### config.mk
export PLATFORM = sky130hd
export DESIGN_NAME = brme_fifo
export DESIGN_NICKNAME = d
export VERILOG_FILES = /design/src/rtl/core/bit_range_move_engine_defines.svh /design/src/rtl/core/brme_pkg.sv /design/src/rtl/core/brme_fifo.sv
export SDC_FILE = /design/constraint.sdc
export NUM_CORES = 1
export LEC_CHECK = 0
export BUFFER_PORTS_ARGS = -buffer_cell sky130_fd_sc_hd__buf_2
export CAP_MARGIN = 0
export CORE_UTILIZATION = 35
export DETAILED_ROUTE_END_ITERATION = 10
export GPL_ROUTABILITY_DRIVEN = 0
export PLACE_DENSITY = 0.58
export SLEW_MARGIN = 25
export SYNTH_ARGS = -nofsm -noshare
export SYNTH_HDL_FRONTEND = slang
export SYNTH_SLANG_ARGS = --single-unit
### constraint.sdc
create_clock -name clk_i -period 6.4 [get_ports clk_i]
set_input_delay 0.32 -clock clk_i [delete_from_list [all_inputs] [get_ports clk_i]]
set_output_delay 0.32 -clock clk_i [all_outputs]
set_load 0.03 [all_outputs]
### src/rtl/core/bit_range_move_engine_defines.svh
// assertion macros for the bit range move engine
// no dependencies; included by the files that check their own logic
`ifndef BIT_RANGE_MOVE_ENGINE_DEFINES_SVH
`define BIT_RANGE_MOVE_ENGINE_DEFINES_SVH

// property checked on every rising clock edge outside reset
`define BRME_ASSERT(lbl, clk, rstn, prop) \
  lbl: assert property (@(posedge clk) disable iff (!rstn) prop) \
    else $error("brme check failed");

// expression that must never be true outside reset
`define BRME_ASSERT_NEVER(lbl, clk, rstn, expr) \
  lbl: assert property (@(posedge clk) disable iff (!rstn) !(expr)) \
    else $error("brme forbidden condition");

`endif

### src/rtl/core/brme_pkg.sv
// types, constants and codes of the bit range move engine
// no dependencies
`timescale 1ns / 1ps

package brme_pkg;

  localparam int WORD_COUNT = 1024;
  localparam int AW = $clog2(WORD_COUNT);
  localparam int SUM_W = (AW + 6 > 17) ? AW + 6 : 17;
  localparam int QUEUE_DEPTH = 2;
  localparam int QAW = $clog2(QUEUE_DEPTH);
  localparam logic [SUM_W-1:0] TOTAL_BITS = SUM_W'(WORD_COUNT * 32);
  localparam logic [31:0] ONES = 32'hffffffff;

  typedef enum logic [1:0] {
    OP_WRITE = 2'd0,
    OP_READ  = 2'd1,
    OP_MOVE  = 2'd2,
    OP_RSVD  = 2'd3
  } op_e;

  typedef enum logic [2:0] {
    CMD_WRITE,
    CMD_READ,
    CMD_MOVE,
    CMD_DONE,
    CMD_FAIL
  } cmd_e;

  typedef enum logic [2:0] {
    ST_IDLE,
    ST_WRITE,
    ST_READ,
    ST_SRC0,
    ST_SRC1,
    ST_DST,
    ST_MERGE,
    ST_RESP
  } state_e;

  typedef struct packed {
    logic [1:0]  operation;
    logic [9:0]  word_address;
    logic [31:0] word_data;
    logic [9:0]  source_base;
    logic [9:0]  dest_base;
    logic [14:0] bit_begin;
    logic [15:0] bit_end;
    logic [14:0] bit_dest;
  } brme_req_t;

  typedef struct packed {
    logic [31:0] read_data;
    logic        status;
  } brme_rsp_t;

  typedef struct packed {
    cmd_e          kind;
    logic [AW-1:0] addr;
    logic [31:0]   data;
    logic          down;
    logic [AW-1:0] sw_ofs;
    logic [4:0]    off;
    logic [AW-1:0] fw;
    logic [AW-1:0] lw;
    logic [4:0]    lo_off;
    logic [4:0]    hi_off;
  } cmd_t;

endpackage

### src/rtl/core/brme_fifo.sv
// short command queue between front and back end
// depends on brme_pkg
`timescale 1ns / 1ps

module brme_fifo import brme_pkg::*; (
  input  logic clk_i,
  input  logic rst_ni,
  input  logic push_i,
  input  cmd_t cmd_i,
  output logic full_o,
  output logic valid_o,
  input  logic pop_i,
  output cmd_t cmd_o
);

  cmd_t           entry_q [QUEUE_DEPTH];
  logic [QAW-1:0] wr_ptr_q, rd_ptr_q;
  logic [QAW:0]   count_q;

  assign full_o  = count_q == (QAW+1)'(QUEUE_DEPTH);
  assign valid_o = count_q != '0;
  assign cmd_o   = entry_q[rd_ptr_q];

  always_ff @(posedge clk_i) begin
    if (push_i) begin
      entry_q[wr_ptr_q] <= cmd_i;
    end
  end

  always_ff @(posedge clk_i or negedge rst_ni) begin
    if (!rst_ni) begin
      wr_ptr_q <= '0;
      rd_ptr_q <= '0;
      count_q  <= '0;
    end else begin
      if (push_i) begin
        wr_ptr_q <= (wr_ptr_q == QAW'(QUEUE_DEPTH - 1)) ? '0 : wr_ptr_q + QAW'(1);
      end
      if (pop_i) begin
        rd_ptr_q <= (rd_ptr_q == QAW'(QUEUE_DEPTH - 1)) ? '0 : rd_ptr_q + QAW'(1);
      end
      if (push_i && !pop_i) begin
        count_q <= count_q + (QAW+1)'(1);
      end else if (pop_i && !push_i) begin
        count_q <= count_q - (QAW+1)'(1);
      end
    end
  end

endmodule

==> results.md <==
- The run finished with clean final reports.
- The maximum net fanout on the critical path is 47.
- Setup violations remaining at the end of the flow were counted as 0.
- The clock tree from TritonCTS is done.
- The worst setup path is captured at an output port.
- The hold buffer count at CTS is 1.
- The post-synthesis simple-gate area fraction is 0.004022.
- The number of instances on the worst hold path is 1.
- Dividing the final minimum period by the clock period gives 0.4844.
- From synthesis to final layout, the design area changed by 24.11%.
- The floorplan has 51 rows.
- The buffer count from post-CTS setup fixing is 0.
- The maximum level of the CTS H-tree is 4.
- The average cell area after synthesis is 23.93 µm².
- The pre-antenna-repair detailed-routing pass consisted of 4 iterations.
- Subtracting the final worst setup slack from the clock period gives 3100 ps.
- The tool flagged a number of max-cap violations equal to 0.
- At the placement stage, the worst setup path has a slack of 3644 ps.
- The floorplan die area is 21020 µm².
- The source of the worst register-to-register timing path is wr_ptr_q$_DFFE_PN0P_.
- The first global-routing pass estimated 19.85 mm of wire.
- The final-stage net count is 596.
- The number of gates given a new drive strength after cts is 0.
- The share of total power dissipated in combinational logic is 0.351.
- The half-perimeter wire length after detailed placement is 8.198 mm.
- Power spread over the standard cell area amounts to 484.9 nW/µm².
- The worst-path cell with the longest stage delay is sky130_fd_sc_hd__dfrtp_4.
- The kind of start point of the critical path is a flop.
- After floorplanning, the core was sized to cover 19780 µm².
- In this run the critical register-to-register path is captured at entry_q[1][22]$_DFFE_PP_.
- The setup total negative slack is 0 ps.
- The number of vias after detailed routing is 3380.
- The synthesis warning total is 0.
- In the routed design, unresolved DRC markers number 0.
- At the worst endpoint, the arrival time is 2780 ps.
- The floorplan step set the die width to 145.0 µm.
- The XOR/XNOR share of the synthesized area is 0.006120.
- The number of cells produced by synthesis is 299.
- Tracing the worst setup path back leads to its startpoint at rd_ptr_q$_DFFE_PN0P_.
- The number of violations reported at the end of detailed-routing iteration 0 is 122.
- After synthesis the cells add up to 7156 µm².
- The per-cell routed wire length is 16.19 µm.
- The delay of the slowest cell on the worst path is 970 ps.
- At the end of the flow the core is filled with cells to 0.4490.
- Setup repair after global routing left no endpoint under its margin.
- The actual transition at the worst max-transition pin is 853.5 ps.
- The count of clock tree sinks is 186.
- The min-delay analysis places its worst path in the category input port to flop.
- Clock tree synthesis selected as its root buffer the cell sky130_fd_sc_hd__clkbuf_16.
- The synthesized design contains 186 register bits.
- The remaining number of nets flagged by the antenna check after routing is 0.
- The worst slew slack as a fraction of its limit is 0.4310.
- The initial utilization of the core area, before any placement, comes to 0.3617.
- The synthesized-area fraction occupied by adder cells is 0.001749.
- The combinational family with the most area after synthesis is multiplexers.
- The total overflow left after global routing is 0.
- In this run the worst setup path terminates at cmd_o[68].
- The number of buffers inserted by port buffering is 187.
- The worst reg2reg path depth is 2.
- STA puts the critical path data required time at 6080 ps.
- The count of cell types in the netlist is 15.
- Leaving out fill and tap cells, the most frequent cells in the layout are 187 x sky130_fd_sc_hd__buf_2, 182 x sky130_fd_sc_hd__edfxtp_1, 80 x sky130_fd_sc_hd__mux2_4, 17 x sky130_fd_sc_hd__clkbuf_16, 11 x sky130_fd_sc_hd__mux2_2.
- During I/O placement, the number of pins put on the boundary was 188.
- The number of slew-limit violations in the final report came to 0.
- Counting tap cells, the placed design contains a total of 745 instances.
- The number of clock buffers inserted by TritonCTS is 17.
- The global-route usage over all layers is 0.1235.
- The setup clock skew after layout is 5.144 ps.
- The post-synthesis compound-gate area fraction is 0.
- The commonest non-fill, non-tap cell in the layout is sky130_fd_sc_hd__buf_2.
- The portion of synthesized area spent on multiplexers is 0.1852.
- Traced cell by cell, the critical path runs through buf_4 > mux2_2 > buf_2.
- The final worst setup slack is 3300 ps.
- Using the TritonRoute via totals, the vias-per-cell ratio works out to 4.350.
- The wire length after detailed routing is 12.58 mm.
- The number of nets handed over by synthesis was 395.
- Power comes to 4.307 mW.
- After filler insertion, the fill cell instance count of the layout stands at 1734.
- The number of global-route vias before repair is 3662.
- The number of antenna diodes in the final layout is 0.
- The power share of the sequential group is 0.408.
- The highest ir drop seen on vdd is 0.0002455 V.
- The clock share of power is 0.241.
- The number of non-filler instances in the completed layout is 777.
- The vertical die dimension is 145.0 µm.
- In this run the power spent charging and discharging nets is 1.467 mW.
- Of the total power, the share spent switching nets is 0.3406.
- Of the cells placed in the final design, the portion with a size suffix greater than 1 is 0.6094.
- The cell internal power dissipation is 2.840 mW.
- Setup slack on the worst reg-to-reg path comes out at 4330 ps.
- The number of antenna violations at the first check in global routing is 0.
- The insertion delay of the later-clocked pin in the worst-skew pair is 410 ps.
- Timing would allow up to 0.3225 GHz.
- By startpoint and endpoint, the worst setup path is classified as flop to output port.
- The clock transition at the registers of the reported paths is 70 ps.
- The share of the Yosys chip area taken by registers is 0.7778.
- The clock passes through at most 2 buffers.
- The largest net degree at the start of global routing is 51.
- For this design the static power due to leakage is 3.543 nW.
- The final hold violation count is 0.
cell families after synthesis:
kind of cell	after synthesis
XOR/XNOR	5
buffers and inverters	11
multiplexers	91
adder cells (fa/ha/maj)	1
flip-flops	186
AND/OR/NAND/NOR	5
power by group through the flow:
stage	sequential, mW	clock, mW	combinational (mW)
2_1_floorplan	1.71	0	1.33
6_report	1.76	1.04	1.51
4_1_cts	1.76	1.07	1.54
3_3_place_gp	1.77	0	1.53
3_5_place_dp	1.79	0	1.54
5_1_grt	1.79	1.11	1.60
per-layer routing:
metal / GRT usage / share of wire / up-vias
li1: - / - / 1585
met1: 0.1539 / 0.44 / 1659
met2: 0.1959 / 0.47 / 130
met3: 0.05346 / 0.087 / 6
met4: 0.03191 / 0.0063 / 0
met5: 0 / 0 / -
Yosys cell counts, drive strengths merged:
master	count	area share
mux2	91	0.19
dfrtp	4	0.014
xnor2	1	0.0012
and2	1	0.00087
nor2	1	0.00052
buf	10	0.025
nor2b	2	0.0017
xor2	4	0.0049
edfxtp	182	0.76
ha	1	0.0017
inv	1	0.00052
or2	1	0.00087
final cells by class:
class	count	area (µm²)	area share
flip-flops and latches	186	5569	0.6271
repair buffers	192	975.9	0.1099
clock buffers	18	429.2	0.04832
inverters	1	3.754	0.0004227
well taps	265	331.6	0.03733
clock inverters	13	151.4	0.01705
multi-input cells	102	1420	0.1599
sequential cells by signal (all words and copies together) (netlist names):
signal and count:
count_q 2, entry_q 182, rd_ptr_q 1, wr_ptr_q 1
worst min path at each step:
stage	from	endpoint	slack, ps
final	cmd_i[5]	entry_q[1][5]$_DFFE_PP_	90
after global routing	cmd_i[10]	entry_q[0][10]$_DFFE_PP_	70
after CTS	cmd_i[8]	entry_q[0][8]$_DFFE_PP_	70
after detailed placement	rst_ni	count_q[1]$_DFFE_PN0P_	130
after global placement	rst_ni	count_q[1]$_DFFE_PN0P_	130
after floorplan	rst_ni	count_q[0]$_DFFE_PN0P_	20
critical path, delay by kind of cell, from the launching register on:
| family | cells | cell delay, ps |
|---|---|---|
| buffers and inverters | 2 | 970 |
| DFF | 1 | 970 |
| muxes | 1 | 410 |
stage by stage:
step	area (µm²)	hold slack, ps
after detailed placement	8290	131.2
after global routing	8881	69.92
final	8881	91.26
after global placement	8290	129.0
after floorplan	7156	24.41
after CTS	8881	65.18
(Power assumes the default switching activity.)
