`config.mk`:
```
export PLATFORM = sky130hd
export DESIGN_NAME = brme_front
export DESIGN_NICKNAME = d
export VERILOG_FILES = /design/src/rtl/core/bit_range_move_engine_defines.svh /design/src/rtl/core/brme_pkg.sv /design/src/rtl/core/brme_front.sv
export SDC_FILE = /design/constraint.sdc
export NUM_CORES = 1
export LEC_CHECK = 0
export ABC_AREA = 1
export BUFFER_PORTS_ARGS = -buffer_cell sky130_fd_sc_hd__buf_2
export CAP_MARGIN = 0
export CORE_ASPECT_RATIO = 1.5
export CORE_MARGIN = 1
export CORE_UTILIZATION = 45
export DETAILED_ROUTE_END_ITERATION = 7
export GPL_TIMING_DRIVEN = 0
export PLACE_DENSITY = 0.82
export SYNTH_ARGS = -nofsm -noshare
export SYNTH_HDL_FRONTEND = slang
export SYNTH_SLANG_ARGS = --single-unit
```
`constraint.sdc`:
```
create_clock -name vclk -period 4.33
set_input_delay 0.2165 -clock vclk [all_inputs]
set_output_delay 0.2165 -clock vclk [all_outputs]
set_load 0.02 [all_outputs]
```
`src/rtl/core/bit_range_move_engine_defines.svh`:
```
// assertion macros for the bit range move engine
// no dependencies; included by the files that check their own logic
`ifndef BIT_RANGE_MOVE_ENGINE_DEFINES_SVH
`define BIT_RANGE_MOVE_ENGINE_DEFINES_SVH

// property checked on every rising clock edge outside reset
`define BRME_ASSERT(lbl, clk, rstn, prop) \
  lbl: assert property (@(posedge clk) disable iff (!rstn) prop) \
    else $error("brme check failed");

// expression that must never be true outside reset
`define BRME_ASSERT_NEVER(lbl, clk, rstn, expr) \
  lbl: assert property (@(posedge clk) disable iff (!rstn) !(expr)) \
    else $error("brme forbidden condition");

`endif

```
`src/rtl/core/brme_pkg.sv`:
```
// types, constants and codes of the bit range move engine
// no dependencies
`timescale 1ns / 1ps

package brme_pkg;

  localparam int WORD_COUNT = 1024;
  localparam int AW = $clog2(WORD_COUNT);
  localparam int SUM_W = (AW + 6 > 17) ? AW + 6 : 17;
  localparam int QUEUE_DEPTH = 2;
  localparam int QAW = $clog2(QUEUE_DEPTH);
  localparam logic [SUM_W-1:0] TOTAL_BITS = SUM_W'(WORD_COUNT * 32);
  localparam logic [31:0] ONES = 32'hffffffff;

  typedef enum logic [1:0] {
    OP_WRITE = 2'd0,
    OP_READ  = 2'd1,
    OP_MOVE  = 2'd2,
    OP_RSVD  = 2'd3
  } op_e;

  typedef enum logic [2:0] {
    CMD_WRITE,
    CMD_READ,
    CMD_MOVE,
    CMD_DONE,
    CMD_FAIL
  } cmd_e;

  typedef enum logic [2:0] {
    ST_IDLE,
    ST_WRITE,
    ST_READ,
    ST_SRC0,
    ST_SRC1,
    ST_DST,
    ST_MERGE,
    ST_RESP
  } state_e;

  typedef struct packed {
    logic [1:0]  operation;
    logic [9:0]  word_address;
    logic [31:0] word_data;
    logic [9:0]  source_base;
    logic [9:0]  dest_base;
    logic [14:0] bit_begin;
    logic [15:0] bit_end;
    logic [14:0] bit_dest;
  } brme_req_t;

  typedef struct packed {
    logic [31:0] read_data;
    logic        status;
  } brme_rsp_t;

  typedef struct packed {
    cmd_e          kind;
    logic [AW-1:0] addr;
    logic [31:0]   data;
    logic          down;
    logic [AW-1:0] sw_ofs;
    logic [4:0]    off;
    logic [AW-1:0] fw;
    logic [AW-1:0] lw;
    logic [4:0]    lo_off;
    logic [4:0]    hi_off;
  } cmd_t;

endpackage

```
`src/rtl/core/brme_front.sv`:
```
// front end: accepts requests, checks ranges and builds commands
// depends on brme_pkg
`timescale 1ns / 1ps

module brme_front import brme_pkg::*; (
  input  logic      in_valid_i,
  output logic      in_ready_o,
  input  brme_req_t in_req_i,
  output logic      push_o,
  output cmd_t      cmd_o,
  input  logic      full_i
);

  logic [SUM_W-1:0] src, dst, send, dend, dend_m1, diff;
  logic [15:0]      len;
  logic             addr_ok, range_bad;

  assign in_ready_o = !full_i;
  assign push_o     = in_valid_i && !full_i;

  always_comb begin
    src     = (SUM_W'(in_req_i.source_base) << 5) + SUM_W'(in_req_i.bit_begin);
    dst     = (SUM_W'(in_req_i.dest_base) << 5) + SUM_W'(in_req_i.bit_dest);
    send    = (SUM_W'(in_req_i.source_base) << 5) + SUM_W'(in_req_i.bit_end);
    len     = in_req_i.bit_end - 16'(in_req_i.bit_begin);
    dend    = dst + SUM_W'(len);
    dend_m1 = dend - SUM_W'(1);
    diff    = src - dst;
    addr_ok = 32'(in_req_i.word_address) < 32'(WORD_COUNT);
    range_bad = ({1'b0, in_req_i.bit_begin} >= in_req_i.bit_end)
             || (send > TOTAL_BITS) || (dend > TOTAL_BITS);

    cmd_o.addr   = AW'(in_req_i.word_address);
    cmd_o.data   = in_req_i.word_data;
    cmd_o.down   = dst > src;
    cmd_o.sw_ofs = diff[AW+4:5];
    cmd_o.off    = diff[4:0];
    cmd_o.fw     = dst[AW+4:5];
    cmd_o.lw     = dend_m1[AW+4:5];
    cmd_o.lo_off = dst[4:0];
    cmd_o.hi_off = dend[4:0];

    unique case (op_e'(in_req_i.operation))
      OP_WRITE: cmd_o.kind = addr_ok ? CMD_WRITE : CMD_FAIL;
      OP_READ:  cmd_o.kind = addr_ok ? CMD_READ : CMD_FAIL;
      OP_MOVE: begin
        if (range_bad) begin
          cmd_o.kind = CMD_FAIL;
        end else if (dst == src) begin
          cmd_o.kind = CMD_DONE;
        end else begin
          cmd_o.kind = CMD_MOVE;
        end
      end
      default: cmd_o.kind = CMD_FAIL;
    endcase
  end

endmodule

```
==> results by group, run 1 <==
Outcome
  – Status: finished, final reports clean

Place
  – Placer congestion estimate: 0.9233
  – Pre-CTS WS: 293.8 ps
  – HPWL Detailed: 11,350 um
  – PortBufs: 163

STA
  – RSZ-0062 raised after global routing: false
  – Final Hold Fails: 0
  – Worst setup margin: 279.0 ps
  – Fin crit share: 0.9356
  – Tmin final: about 4100 ps
  – Tightest Pin Transition: 628.1 ps
  – Fmax: roughly 250 MHz
  – # setup viols final: 0
  – Pins over their slew limit: 0
  – Setup TNS: 0 ps
  – Slew margin rel.: 0.5798

Routing
  – DR vias: 5,272
  – DR vias/cell: 5.060
  – First-pass DRT Iterations: 5
  – DRC errors left: 0
  – Initial DRC count: 184
  – WL/cell: 11.87 um
  – Final ANT Viol Nets: 0
  – Routed Wire Length: ~12,000 um

Floorplan
  – Die span in y: 126.5 um
  – Row count: 45
  – Starting Density: 0.4616
  – Die width: ~85 um
  – I/O Pins: 205
  – Die ar.: 10,760 um^2
  – Core Region: 10,080 um^2

Critical path
  – Maximum fanout along the worst path: 4
  – Critical path arrival: 3830 ps
  – Worst EP required: 4110 ps
  – Crit. End Element: output port
  – Critical path class: primary input to output port
  – CP Launch Type: primary input

Min path
  – Hold_sp: in_req_i[95]
  – Hold endpoint: cmd_o[75]
  – Hold crit path type: primary input to output port
  – Hold Path Cell Cnt: 2

Synthesis
  – Seq/Total Area, Yosys: 0
  – Synthesized Nets: 971
  – Synth cell count leaders: nand2_1, inv_1, ha_1, a21oi_1, buf_4
  – Warnings, synthesis: 0
  – Yosys cell types: 40
  – Synth area leader: ha_1
  – Synth area leaders: ha_1, nand2_1, inv_1
  – Mapped Cells: about 760
  – Mapped Area: about 4700 um^2
  – Cell with the most instances after synthesis: nand2_1
  – Share of Yosys cell area claimed by the top area cell type: 0.2448
  – Mean Syn Cell Area: 6.105 um^2

GRT
  – Vias in the first global route: 4,904
  – GRT Residual Overflow: 0
  – Initial antenna violation count: 0
  – First-pass GRT wire length: 19,870 um
  – Largest net degree at the start of global routing: 7
  – Gr usage total: 0.2205

Power
  – Static Leakage: between 3 and 4 nW
  – VDD IR max: ~120 uV
  – P per Cell Area: 330.1 nW/um^2

Clock network
  – Setup bufs post-CTS: 0
  – CTS Hold Bufs: 0

Run
  – Max-cap violations: 0

Layout
  – Layout cells sized above 1: 0.2616
  – Layout clock buffer count: 0
  – Reg area: 0 um^2
  – Layout Nets: 1,136
  – Diode count: 0
  – Seq cells: 0
  – Area added between synthesis and finish: 20.87%
-- stage by stage --
stage	power (mW)	cell area [um^2]	util	hold WS, ps	std cells
5_1_grt	2.051	5623	0.5579	652.5	1042
3_3_place_gp	1.826	5614	0.5570	649.4	1042
3_5_place_dp	1.849	5614	0.5570	649.7	1042
4_1_cts	1.854	5614	0.5570	649.5	1042
6_report	1.856	5623	0.5579	649.5	1042
2_1_floorplan	1.370	4652	-	484.3	762
-- critical path, cell delays in order --
cell and delay (ps):
buf_2 80, ha_1 190, inv_1 90, fa_1 400, nand3b_1 170, nand2_1 110, a21oi_1 70, o21bai_1 190
a21oi_1 90, o21bai_1 210, xor2_1 230, inv_1 130, ha_1 360, a21oi_1 170, o21ai_0 100, nor2_1 190
a21oi_1 90, o21ai_0 170, nand2_1 90, nor2_2 130, nand2_2 70, nor3_2 100, buf_2 180
-- per-layer routing --
metal	vias to the layer above	share of wire	global-route usage
met3	28	0.040	0.005856
met4	0	0.040	0.07478
met5	-	0	0
li1	2749	-	-
met2	171	0.55	0.4663
met1	2324	0.37	0.2221
-- layout by cell type, fill, tap and decap left out, drive strengths merged, types with 11 or more instances in the layout --
| cell type | synthesis | layout |
|---|---|---|
| a21oi | 69 | 69 |
| buf | 47 | 210 |
| ha | 91 | 91 |
| inv | 134 | 134 |
| nand2 | 192 | 192 |
| nand3 | 37 | 37 |
| nor2 | 51 | 51 |
| o21ai | 30 | 30 |
| xnor2 | 11 | 11 |
| xor2 | 40 | 40 |
-- final cells by class --
cell class                      count  area (um^2)
Timing Repair Buffer              163        815.8
Inverter                          134        503.0
Buffer                             47        352.8
Multi-Input combinational cell    581         3805
Tap cell                          117        146.4
Fill cell                        1029         4456
-- where the power goes --
part,internal (mW),switching [mW]
registers,0,0
clock network,0,0
logic,0.662,1.19
-- worst max path at each step --
stage	from	end	slack (ps)	cells past startpoint
floorplan	in_req_i[5]	cmd_o[89]	720	23
global route	in_req_i[32]	cmd_o[89]	30	25
finish	in_req_i[5]	cmd_o[89]	280	23
detailed placement	in_req_i[5]	cmd_o[89]	290	23
global placement	in_req_i[36]	cmd_o[88]	330	19
CTS	in_req_i[5]	cmd_o[89]	280	23
-- kinds of logic (layout without fill, tap and decap cells) --
kind of cell | Yosys count | count (layout) | share of synthesized area
AND/OR/NAND/NOR | 308 | 308 | 0.2980
buffers and inverters | 181 | 344 | 0.1840
AO/OA/AOI/OAI | 125 | 125 | 0.1498
adder cells (fa/ha/maj) | 97 | 97 | 0.2706
XOR/XNOR | 51 | 51 | 0.09763
-- timing repair --
action / 4_1_cts / 5_1_grt
gates resized for setup: 0 / 2
endpoints found under the setup margin: 0 / 2
endpoints found under the hold margin: 0 / 0
Note: power is estimated with default switching activity, not from simulation.
==> run 2, diff against run 1 <==
Settings changed: CORE_UTILIZATION 45 to 51, PLACE_DENSITY 0.82 to 0.9.
==> results by group, run 2 (same netlist as run 1, synthesis figures left out) <==
Outcome
  – Status: finished, final reports clean

Routing
  – First-pass DRT Iterations: 4
  – Routed Wire Length: 12,330 um
  – Final ANT Viol Nets: 0
  – DRC errors left: 0
  – DR vias/cell: 5.153
  – WL/cell: 11.91 um
  – DR vias: 5,333
  – Initial DRC count: between 150 and 200

Layout
  – Layout cells sized above 1: 0.2616
  – Diode count: 0
  – Layout clock buffer count: 0
  – Area added between synthesis and finish: 20.82%
  – Most common cell after layout, fill and taps aside: nand2_1
  – Reg area: 0 um^2
  – Most frequent cells in the layout: nand2_1, buf_2, inv_1
  – Layout Nets: 1,136
  – Seq cells: 0
  – Filler Cells Inserted: 853

STA
  – Worst setup margin: 346.6 ps
  – Fin crit share: 0.9200
  – Tmin final: ~4000 ps
  – Fmax: 251.0 MHz
  – Setup TNS: 0 ps
  – # setup viols final: 0
  – Pins over their slew limit: 0
  – Tightest Pin Transition: 701.2 ps
  – Final Hold Fails: 0
  – Slew margin rel.: 0.5282
  – RSZ-0062 raised after global routing: false

GRT
  – First-pass GRT wire length: 19,530 um
  – Largest net degree at the start of global routing: 7
  – Gr usage total: 0.2504
  – Vias in the first global route: ~4,900
  – GRT Residual Overflow: 0
  – Initial antenna violation count: 0

Critical path
  – CP Launch Type: primary input
  – Critical-path cell list: buf_2 -> ha_1 -> inv_1 -> fa_1 -> nand3b_1 -> nand2_1 -> a21oi_1 -> o21bai_1 -> a21oi_1 -> o21bai_1 -> xor2_1 -> inv_1 -> ha_4 -> a21oi_1 -> o21ai_0 -> nor2_1 -> a21oi_1 -> o21ai_1 -> nand2_1 -> nor2_2 -> nand2_2 -> nor3_2 -> buf_2
  – Crit. End Element: output port
  – Worst EP required: slightly above 4000 ps
  – Maximum fanout along the worst path: 4
  – Critical path class: primary input to output port
  – Slowest CP cell: fa_1
  – Crit path top cell by count: a21oi_1
  – Critical path arrival: roughly 3800 ps
  – Max incr delay on CP: 400 ps

Place
  – Pre-CTS WS: 210.1 ps
  – PortBufs: 163
  – HPWL Detailed: roughly 11,000 um
  – Placer congestion estimate: approximately 0.94

Clock network
  – Setup bufs post-CTS: 0
  – CTS Hold Bufs: 0
  – Post-cts sizing count: 0

Floorplan
  – Row count: 42
  – I/O Pins: roughly 210
  – Die width: around 80 um
  – Core Region: 8828 um^2
  – Die span in y: 119.0 um
  – Starting Density: 0.5269
  – Die ar.: 9515 um^2

Min path
  – Hold_sp: in_req_i[92]
  – Hold endpoint: cmd_o[72]
  – Hold Path Cell Cnt: 2
  – Hold crit path type: primary input to output port

Power
  – Static Leakage: 3.472 nW
  – VDD IR max: 257.8 uV
  – P per Cell Area: 332.9 nW/um^2

Run
  – Max-cap violations: 0
## run 2: changes by cell type in the layout (fill, tap and decap cells not counted)
cell,previous run,this run
ha_4,0,1
o21ai_0,26,25
o21ai_1,4,5
nor4_1,0,1
nor4_2,1,0
ha_1,91,90
## run 2: metal layers
metal | track usage | share of wire
met2 | 0.5118 | 0.55
met4 | 0.1049 | 0.043
met3 | 0.003831 | 0.041
met1 | 0.2528 | 0.37
met5 | 0 | 0
## run 2: how the worst max path moves through the flow
| stage | start | endpoint | slack [ps] | depth (start not counted) |
|---|---|---|---|---|
| after floorplan | in_req_i[5] | cmd_o[89] | 720 | 23 |
| after global placement | in_req_i[5] | cmd_o[90] | 310 | 24 |
| after detailed placement | in_req_i[5] | cmd_o[89] | 210 | 23 |
| after CTS | in_req_i[5] | cmd_o[89] | 200 | 23 |
| after global routing | in_req_i[5] | cmd_o[88] | 40 | 23 |
| final | in_req_i[5] | cmd_o[89] | 350 | 23 |
## run 2: through the flow
| step | cells | instance area (um^2) | total power, mW | hold WS, ps | util |
|---|---|---|---|---|---|
| finish | 1035 | 5620 | 1.871 | 649.0 | 0.6366 |
| global route | 1035 | 5620 | 2.064 | 652.7 | 0.6366 |
| CTS | 1035 | 5605 | 1.855 | 649.5 | 0.6349 |
| detailed placement | 1035 | 5605 | 1.849 | 649.8 | 0.6349 |
| global placement | 1035 | 5605 | 1.819 | 649.7 | 0.6349 |
| floorplan | 762 | 4652 | 1.370 | 484.3 | - |
## run 2: critical path, delay by kind of cell
| family | cells | cell delay [ps] |
|---|---|---|
| and+or+nand+nor | 7 | 880 |
| adders and majority gates | 3 | 850 |
| xor gates and xnor gates | 1 | 220 |
| buffers and inverters | 4 | 470 |
| AOI/OAI and AO/OA | 8 | 1160 |
## run 2: area by class of cell
class	instances	area (um^2)	area share
multi-input combinational	581	3811	0.6781
timing repair buffer	163	815.8	0.1451
inverter	134	503.0	0.08949
buffer	47	352.8	0.06278
tap	110	137.6	0.02449
## run 2: power by group
part	switching, mW	internal [mW]	leakage (nW)
Sequential	0	0	0
Clock	0	0	0
Combinational	1.20	0.667	3.47
Total	1.20	0.667	3.47
==> run 3, diff against run 2 <==
Settings changed: ABC_AREA 1 to unset, CAP_MARGIN 0 to unset, CORE_UTILIZATION 51 to 50.
==> results by group, run 3 <==
Critical path
  – Slowest CP cell: or4_4
  – Critical-path cell list: buf_8 -> inv_6 -> ha_4 -> nor2b_4 -> o21ai_2 -> a21boi_2 -> o21bai_2 -> a311oi_2 -> a41oi_2 -> xnor2_1 -> ha_4 -> and3_4 -> o2111a_1 -> a2111oi_2 -> and4b_2 -> o221ai_2 -> or4_4 -> a211oi_4 -> a41o_1 -> buf_6
  – Worst EP required: 4110 ps
  – Critical path depth: 20
  – CP delay by family, top: compound AO/OA/AOI/OAI gates
  – CP endpoint: cmd_o[88]
  – Critical path arrival: 4190 ps
  – Critical Path Start: in_req_i[32]
  – Crit. End Element: output port
  – Maximum fanout along the worst path: 5
  – Critical path class: primary input to output port
  – Max incr delay on CP: ~520 ps
  – Crit path top cell by count: ha_4
  – Critical path buffer and inverter count: 3
  – CP Launch Type: primary input

STA
  – Tmin final: 4406 ps
  – Tightest Pin Transition: 555.7 ps
  – Fin crit share: 1.017
  – Worst setup margin: -75.67 ps
  – # setup viols final: 2
  – Final Hold Fails: 0
  – Slew margin rel.: 0.6269
  – Fmax: 227.0 MHz
  – RSZ-0062 raised after global routing: true
  – Worst hold margin: ~650 ps
  – Setup TNS: -122.9 ps
  – Pins over their slew limit: 0

Power
  – VDD IR max: 157.8 uV
  – Static Leakage: 3.110 nW
  – P per Cell Area: 359.2 nW/um^2

Floorplan
  – I/O Pins: 205
  – Core Region: 8776 um^2
  – Die span in y: between 100 and 150 um
  – Die width: 79.46 um
  – Die ar.: 9390 um^2
  – Row count: 42
  – Starting Density: 0.5127

Layout
  – Filler Cells Inserted: 725
  – Layout Nets: 1,021
  – Reg area: 0 um^2
  – Cell area after layout: 5898 um^2
  – Cell Count, Final, Fillers Out: just over 900
  – Most common cell after layout, fill and taps aside: buf_2
  – Layout clock buffer count: 0
  – Most frequent cells in the layout: buf_2, ha_1, buf_4
  – Diode count: 0
  – Layout cells sized above 1: 0.3556
  – Area added between synthesis and finish: 31.09%
  – Final core occ: 0.6721
  – Seq cells: 0

Routing
  – WL/cell: between 15 and 20 um
  – Routed Wire Length: roughly 14,000 um
  – Initial DRC count: 286
  – DRC errors left: 0
  – DR vias/cell: 5.816
  – Final ANT Viol Nets: 0
  – DR vias: approximately 5,400
  – First-pass DRT Iterations: 5

Outcome
  – Status: complete, but fails checks
  – Failing checks: negative setup slack

Min path
  – Hold crit path type: primary input to output port

Place
  – Area after DPL: between 5000 and 6000 um^2
  – Placed Cells: 895
  – PortBufs: around 160
  – HPWL Detailed: 10,670 um
  – Placer congestion estimate: 0.9070

GRT
  – GRT Residual Overflow: 0
  – Gr usage total: 0.2640
  – Largest net degree at the start of global routing: 11
  – First-pass GRT wire length: 20,490 um
  – Initial antenna violation count: 0
  – Vias in the first global route: 4,808

Synthesis
  – Synth area leader: ha_1
  – Seq/Total Area, Yosys: 0
  – Mapped Area: approximately 4500 um^2
  – Cell with the most instances after synthesis: ha_1
  – Synthesized Nets: about 830
  – Share of Yosys cell area claimed by the top area cell type: 0.2531
  – Warnings, synthesis: 0
  – Synth area leaders: ha_1, buf_4, xnor2_1
  – Mean Syn Cell Area: 7.222 um^2
  – Mapped Cells: 623
  – Yosys cell types: 67
  – Synth cell count leaders: ha_1, inv_1, a21oi_1, buf_4, nor2_1

Run
  – Max-cap violations: 0
==> run 3: through the flow <==
stage          worst slack, ps  power [mW]
5_1_grt                 -223.9       2.289
4_1_cts                 -99.24       1.943
3_5_place_dp            -686.9       1.857
2_1_floorplan            44.09       1.392
6_report                -75.67       2.119
3_3_place_gp            -648.6       1.829
==> run 3: cell families (layout without fill, tap and decap cells) <==
kind of cell	Yosys count	in the layout	share of synthesized area
AOI/OAI and AO/OA	176	176	0.2650
adders and majority gates	97	97	0.2798
and+or+nand+nor	167	167	0.1955
xor gates and xnor gates	54	54	0.1068
muxes	3	3	0.006674
buffers and inverters	126	313	0.1463
==> run 3: what timing repair did <==
item                       in CTS  in global routing
hold buffers                    0                  0
gates resized for setup        28                 33
buffers inserted               13                 13
setup endpoints to repair       6                  7
pin swaps                      16                 29
==> run 3: metal layers <==
metal / part of all wire / GRT usage / vias to the layer above / wire length, um
li1: - / - / 2562 / -
met1: 0.35 / 0.2631 / 2437 / 4949
met2: 0.52 / 0.5160 / 283 / 7250
met3: 0.068 / 0.03089 / 69 / 946
met4: 0.060 / 0.1239 / 0 / 837
met5: 0 / 0 / - / 0
==> run 3: area by class of cell <==
| type | instances | area, um^2 | share of cell area |
|---|---|---|---|
| multi-input cells | 497 | 4044 | 0.6856 |
| inverters | 70 | 270.3 | 0.04582 |
| plain buffers | 55 | 391.6 | 0.06640 |
| well taps | 110 | 137.6 | 0.02333 |
| repair buffers | 188 | 1055 | 0.1788 |
==> run 3: how the worst min path moves through the flow <==
stage	endpoint	slack, ps	depth (start not counted)	startpoint
5_1_grt	cmd_o[54]	650	2	in_req_i[74]
2_1_floorplan	in_ready_o	510	1	full_i
6_report	cmd_o[49]	650	2	in_req_i[69]
3_5_place_dp	cmd_o[78]	650	2	in_req_i[98]
4_1_cts	cmd_o[78]	650	2	in_req_i[98]
3_3_place_gp	cmd_o[57]	650	2	in_req_i[77]
==> run 3: power by group <==
| part | switching [mW] | total [mW] | internal [mW] |
|---|---|---|---|
| logic | 1.25 | 2.12 | 0.872 |
| clock network | 0 | 0 | 0 |
| registers | 0 | 0 | 0 |
